==> src/sv/ptt_pkg.sv <==
`default_nettype none

package ptt_pkg;

  localparam int SLOTS      = 8;
  localparam int COUNT_BITS = 32;

  localparam int ACTION_W = 2;
  localparam int SLOT_W   = 4;
  localparam int RELOAD_W = 32;
  localparam int FIRE_W   = 8;
  localparam int GOT_W    = 4;

  localparam int IDX_W = (SLOTS > 1) ? $clog2(SLOTS) : 1;
  localparam int CMP_W = (IDX_W > SLOT_W) ? IDX_W : SLOT_W;

  typedef enum logic [ACTION_W-1:0] {
    ACT_TICK    = 2'd0,
    ACT_ADD     = 2'd1,
    ACT_ENABLE  = 2'd2,
    ACT_DISABLE = 2'd3
  } action_t;

  typedef struct packed {
    logic [ACTION_W-1:0] action;
    logic [SLOT_W-1:0]   slot;
    logic [RELOAD_W-1:0] reload_value;
  } ptt_in_t;

  typedef struct packed {
    logic [FIRE_W-1:0] fire_mask;
    logic [GOT_W-1:0]  assigned_slot;
  } ptt_out_t;

  // Word that walks down the row of slot cells, one cell per cycle.
  typedef struct packed {
    logic                  go;
    action_t               act;
    logic [SLOT_W-1:0]     slot;
    logic [COUNT_BITS-1:0] reload;
    logic                  claim;
    logic [FIRE_W-1:0]     mask;
    logic [GOT_W-1:0]      got;
  } ptt_link_t;

endpackage

`default_nettype wire

==> src/sv/ptt_cell.sv <==
`default_nettype none

module ptt_cell
  import ptt_pkg::*;
(
  input  wire logic             clk,
  input  wire logic             rst_n,
  input  wire logic [IDX_W-1:0] cell_idx,
  input  wire ptt_link_t        link_i,
  output ptt_link_t             link_o
);

  logic                  alloc_r, alloc_nxt;
  logic                  en_r, en_nxt;
  logic [COUNT_BITS-1:0] cnt_r, cnt_nxt;
  logic [COUNT_BITS-1:0] reload_r, reload_nxt;
  ptt_link_t             link_r, link_nxt;
  logic                  fire;
  logic                  sel;

  assign sel = (CMP_W'(link_i.slot) == CMP_W'(cell_idx));

  always_comb begin
    alloc_nxt  = alloc_r;
    en_nxt     = en_r;
    cnt_nxt    = cnt_r;
    reload_nxt = reload_r;
    link_nxt   = link_i;
    fire       = 1'b0;
    if (link_i.go) begin
      case (link_i.act)
        ACT_TICK: begin
          if (alloc_r && en_r) begin
            if (cnt_r == reload_r) begin
              fire    = 1'b1;
              cnt_nxt = COUNT_BITS'(1);
            end else begin
              cnt_nxt = cnt_r + COUNT_BITS'(1);
            end
          end
        end
        ACT_ADD: begin
          // The first free cell the word reaches takes the new timer.
          if (link_i.claim && !alloc_r) begin
            alloc_nxt      = 1'b1;
            en_nxt         = 1'b1;
            cnt_nxt        = '0;
            reload_nxt     = link_i.reload;
            link_nxt.claim = 1'b0;
            link_nxt.got   = GOT_W'(cell_idx);
          end
        end
        ACT_ENABLE: begin
          if (sel) begin
            en_nxt = 1'b1;
          end
        end
        ACT_DISABLE: begin
          if (sel) begin
            en_nxt = 1'b0;
          end
        end
        default: begin
          en_nxt = en_r;
        end
      endcase
    end
    for (int b = 0; b < FIRE_W; b++) begin
      if (fire && (CMP_W'(b) == CMP_W'(cell_idx)) && (b < SLOTS)) begin
        link_nxt.mask[b] = 1'b1;
      end
    end
  end

  always_ff @(posedge clk) begin
    if (!rst_n) begin
      alloc_r   <= 1'b0;
      en_r      <= 1'b0;
      link_r.go <= 1'b0;
    end else begin
      alloc_r <= alloc_nxt;
      en_r    <= en_nxt;
      link_r  <= link_nxt;
    end
  end

  always_ff @(posedge clk) begin
    cnt_r    <= cnt_nxt;
    reload_r <= reload_nxt;
  end

  assign link_o = link_r;

endmodule

`default_nettype wire

==> src/sv/periodic_tick_timer_table.sv <==
// A result strobes once its word has been registered by every slot cell in turn.
// A new word is taken only while busy is low; the word walks the row of slot cells, one per cycle.
// busy is high from the accepting edge until the last cell has registered the word.
// Reset (synchronous, rst_n low) frees and disables every slot; no clearing pass is needed.
// The receiver cannot stall: out_valid is high for one cycle per word.
`default_nettype none

module periodic_tick_timer_table
  import ptt_pkg::*;
(
  input  wire logic     clk,
  input  wire logic     rst_n,
  input  wire logic     start,
  input  wire ptt_in_t  in_word,
  output logic          busy,
  output logic          out_valid,
  output ptt_out_t      out_word
);

  ptt_link_t links [SLOTS+1];
  logic      busy_r, busy_nxt;
  logic      take;

  assign take = start && !busy_r;

  always_comb begin
    links[0].go     = take;
    links[0].act    = action_t'(in_word.action);
    links[0].slot   = in_word.slot;
    links[0].reload = COUNT_BITS'(in_word.reload_value);
    links[0].claim  = (action_t'(in_word.action) == ACT_ADD);
    links[0].mask   = '0;
    links[0].got    = GOT_W'(SLOTS);
  end

  for (genvar k = 0; k < SLOTS; k++) begin : g_cell
    ptt_cell u_cell (
      .clk      (clk),
      .rst_n    (rst_n),
      .cell_idx (IDX_W'(k)),
      .link_i   (links[k]),
      .link_o   (links[k+1])
    );
  end

  // The word is done once the last cell has registered it.
  always_comb begin
    busy_nxt = busy_r;
    if (take) begin
      busy_nxt = 1'b1;
    end
    if (links[SLOTS-1].go) begin
      busy_nxt = 1'b0;
    end
  end

  always_ff @(posedge clk) begin
    if (!rst_n) begin
      busy_r <= 1'b0;
    end else begin
      busy_r <= busy_nxt;
    end
  end

  assign busy                   = busy_r;
  assign out_valid              = links[SLOTS].go;
  assign out_word.fire_mask     = links[SLOTS].mask;
  assign out_word.assigned_slot = links[SLOTS].got;

endmodule

`default_nettype wire

==> config.mk <==
export PLATFORM = sky130hd
export DESIGN_NAME = periodic_tick_timer_table
export DESIGN_NICKNAME = d
export VERILOG_FILES = /design/src/sv/ptt_pkg.sv /design/src/sv/ptt_cell.sv /design/src/sv/periodic_tick_timer_table.sv
export SDC_FILE = /design/constraint.sdc
export NUM_CORES = 1
export LEC_CHECK = 0
export ABC_CLOCK_PERIOD_IN_PS = 8800
export BUFFER_PORTS_ARGS = -buffer_cell sky130_fd_sc_hd__buf_2
export CAP_MARGIN = 20
export CORE_MARGIN = 5
export CORE_UTILIZATION = 50
export DETAILED_ROUTE_END_ITERATION = 10
export GPL_TIMING_DRIVEN = 1
export PLACE_DENSITY = 0.66
export SYNTH_ARGS = -nofsm -noshare
export SYNTH_HDL_FRONTEND = slang
export SYNTH_SLANG_ARGS = --single-unit
==> constraint.sdc <==
create_clock -name clk -period 8.8 [get_ports clk]
set_clock_uncertainty 0.1 [all_clocks]
set_input_delay 0.44 -clock clk [delete_from_list [all_inputs] [get_ports clk]]
set_output_delay 0.44 -clock clk [all_outputs]
set_load 0.03 [all_outputs]
==> metrics.md <==
| Metric | Value |
|---|---|
| Synth top area cells | edfxtp_1, xnor2_1, xor2_1, nor2_1, nand4_1 |
| Top FF cell, synth | edfxtp_1 |
| Power Internal | 7076 uW |
| Top cell type's share of synthesized area | 0.7142 |
| Via-to-Cell Ratio | ~5.4 |
| CP endpoint kind | flop |
| Fmax | between 0.3 and 0.4 GHz |
| Worst skew pair latency | around 0.64 ns |
| Ys Warns | 0 |
| Max Cap Viol | 0 |
| Die ar. | about 77,000 sq um |
| # setup viols final | 0 |
| 1st-pass router iterations | 5 |
| Final Hold Fails | 0 |
| Distinct cells, synth | just under 50 |
| Commonest non-fill, non-tap cell in the layout | edfxtp_1 |
| Clock Tree Buf Depth | 3 |
| End of the worst register-to-register path | g_cell[0].u_cell.cnt_r[14]$_SDFFCE_PP0P_ |
| Die W | 276.7 um |
| Nets@finish | around 2.6k |
| Synth area leader | edfxtp_1 |
| Grt total ovfl | 0 |
| Sw power | between 1500 and 2000 uW |
| Cts repair resizes | 0 |
| Share of layout cells above drive strength 1 | 0.1016 |
| First-pass GRT wire length | around 110,000 um |
| Register area | roughly 26,000 sq um |
| Fin crit period | roughly 2.9 ns |
| Worst hold path type | in2reg |
| Core ar. | between 70,000 and 80,000 sq um |
| CP required | 9.04 ns |
| Worst R2R Path Depth | 5 |
| Setup TNS | 0 ns |
| Antenna Nets Post-Route | 0 |
| CTS Root Cell | clkbuf_16 |
| WP data arrival | 3.17 ns |
| GP Congestion | a little over 0.8 |
| Worst-Margin Slew | about 1.1 ns |
| Multi-input logic area | approximately 9400 sq um |
| Post-synth net total | between 2k and 2.5k |
| Tcrit/Tclk final | 0.3329 |
| Number of remaining DRC errors | 0 |
| Io pins | between 50 and 60 |
| Combinational power share | 0.019 |
| Critical path fanouts, max | 31 |
| Final Instance Area | approximately 41,000 sq um |
| # rows | a little under 100 |
| VDD IR max | approximately 180 uV |
| Placed cell areas | 37,050 sq um |
| Sequential share of power | 0.540 |
| # H-tree levels | 3 |
| Vias in the first global route | between 15k and 20k |
| PD cells | 217.7 nW/um^2 |
| Clk pin slew, worst setup/hold paths | around 0.06 ns |
| Clock sink total | 871 |
| Gr usage total | 0.1863 |
| Static leakage | roughly 0.013 uW |
| WS Path Type | reg2reg |
| Async set or reset register ratio after synthesis | 0 |
| Vias | 19.31k |
| Most frequent cells in the layout | edfxtp_1, xnor2_1, nor2_1 |
| Clock power share | 0.441 |
| Sequential area share after synthesis | 0.7283 |
| Post-synth EDFFs | 846 |
| Drt total wl | slightly above 70,000 um |
| Initial Utilization | 0.5062 |
| Worst r2r src | g_cell[0].u_cell.cnt_r[20]$_SDFFCE_PP0P_ |
| RSZ-0062 raised after global routing | no |
| Die height | around 280 um |
| Worst R2R Setup Slack | 5.87 ns |
| Status | finished, final reports clean |
| Mean Syn Cell Area | 14.95 sq um |
| Net Sw Frac | 0.1981 |
| Worst rel slew slack | 0.2784 |
| Initial antenna violation count | 1 |
| Hold path startpoint | rst_n |
| N_diodes | 0 |
| Final Max Slew Viols | 0 |
| PortBufs | 54 |
| CP Launch Type | flop |
| DP Wirelength | ~50,000 um |
| Cell count after synthesis | around 2.4k |
| Largest net degree at the start of global routing | just under 90 |
| Num CTS Buffers | between 80 and 90 |
| Seq cells post-synth | 871 |
| CTS tree | built |
| Wire length per cell | ~20 um |
| Hold Path End | g_cell[3].u_cell.link_o[24]$_DFFE_PP_ |
| DRC violation total after the first TritonRoute iteration | 1,698 |
| Mapped Area | 35,570 sq um |
| Fillcell total | 5,307 |
| Hold path depth | 1 |
| P&R area growth vs syn | 13.94% |
## stage by stage
stage / cells / hold WS (ns) / total power [uW] / setup WS [ns] / utilization
finish: 3547 / 0.1521 / 8824 / 5.871 / 0.5768
global route: 3547 / 0.1456 / 9108 / 5.663 / 0.5768
CTS: 3544 / 0.1480 / 8903 / 5.824 / 0.5763
detailed placement: 3342 / 0.3045 / 5008 / 5.794 / 0.5273
global placement: 3341 / 0.3008 / 4997 / 5.816 / 0.5269
floorplan: 2379 / 0.3003 / 4880 / 5.150 / -
## cells in the mapped netlist, drive strengths merged (10+ instances only)
library cell and n:
nor2 306, o21ai 10, nor2b 17, dfxtp 25
xnor2 340, and3 41, inv 26, nand3 102
nand2b 19, edfxtp 846, and4 26, xor2 149
a21oi 20, nor4 38, nor3 41, nand3b 14
clkbuf 44, and2 13, nand4 149, nand2 76
## how the worst max path moves through the flow
stage | end | start | cells past startpoint
detailed placement | g_cell[6].u_cell.link_o[26]$_DFFE_PP_ | rst_n | 3
global route | g_cell[1].u_cell.cnt_r[9]$_SDFFCE_PP0P_ | g_cell[1].u_cell.cnt_r[28]$_SDFFCE_PP0P_ | 5
global placement | g_cell[6].u_cell.link_o[39]$_DFFE_PP_ | rst_n | 3
floorplan | g_cell[0].u_cell.cnt_r[0]$_SDFFCE_PN0P_ | busy$_SDFFE_PP0P_ | 2
CTS | g_cell[0].u_cell.cnt_r[14]$_SDFFCE_PP0P_ | g_cell[0].u_cell.cnt_r[17]$_SDFFCE_PP0P_ | 5
finish | g_cell[0].u_cell.cnt_r[14]$_SDFFCE_PP0P_ | g_cell[0].u_cell.cnt_r[20]$_SDFFCE_PP0P_ | 5
## layout make-up
| type | count | share of cell area |
|---|---|---|
| repair buffers | 117 | 0.02173 |
| well taps | 940 | 0.02902 |
| inverters | 26 | 0.002408 |
| multi-input cells | 1430 | 0.2324 |
| clock inverters | 60 | 0.01800 |
| clock buffers | 103 | 0.05730 |
| flip-flops and latches | 871 | 0.6392 |
## worst max-delay path, cell delays in order (launching register included)
cell and delay [ns]:
edfxtp_1 0.45, xnor2_1 0.25, nand4_1 0.10, nor4_1 0.73, a21o_1 0.87, nor2_1 0.13
## power groups by stage
| stage | registers [uW] | logic, uW | clock network [uW] |
|---|---|---|---|
| 3_3_place_gp | 4850 | 148 | 0 |
| 3_5_place_dp | 4850 | 154 | 0 |
| 6_report | 4760 | 166 | 3890 |
| 5_1_grt | 4770 | 183 | 4150 |
| 4_1_cts | 4770 | 167 | 3970 |
| 2_1_floorplan | 4800 | 76.4 | 0 |
## layer usage
layer	global-route usage	wire (um)
met4	0.05492	2062
met5	0	0
met1	0.2427	30190
met2	0.3252	37040
met3	0.03077	3279
## kinds of logic (layout without fill, tap and decap cells)
| logic type | after synthesis | after routing | synth area share |
|---|---|---|---|
| adder cells (fa/ha/maj) | 8 | 8 | 0.002814 |
| buffers and inverters | 78 | 306 | 0.008759 |
| flip-flops | 871 | 871 | 0.7283 |
| XOR/XNOR | 489 | 489 | 0.1204 |
| AO/OA/AOI/OAI | 63 | 63 | 0.01189 |
| AND/OR/NAND/NOR | 869 | 869 | 0.1275 |
| multiplexers | 1 | 1 | 0.0002814 |
## timing repair
action | in CTS | in global routing
endpoints found under the setup margin | 0 | 0
hold endpoints to repair | 72 | 0
hold buffers | 39 | 0
buffers inserted | 0 | 0
## registers in the layout, summed over array words and instances (netlist names)
name                    flops
g_cell.u_cell.link_o      342
g_cell.u_cell.alloc_r       8
g_cell.u_cell.cnt_r       256
g_cell.u_cell.en_r          8
busy                        1
g_cell.u_cell.reload_r    256
(Power assumes the default switching activity.)
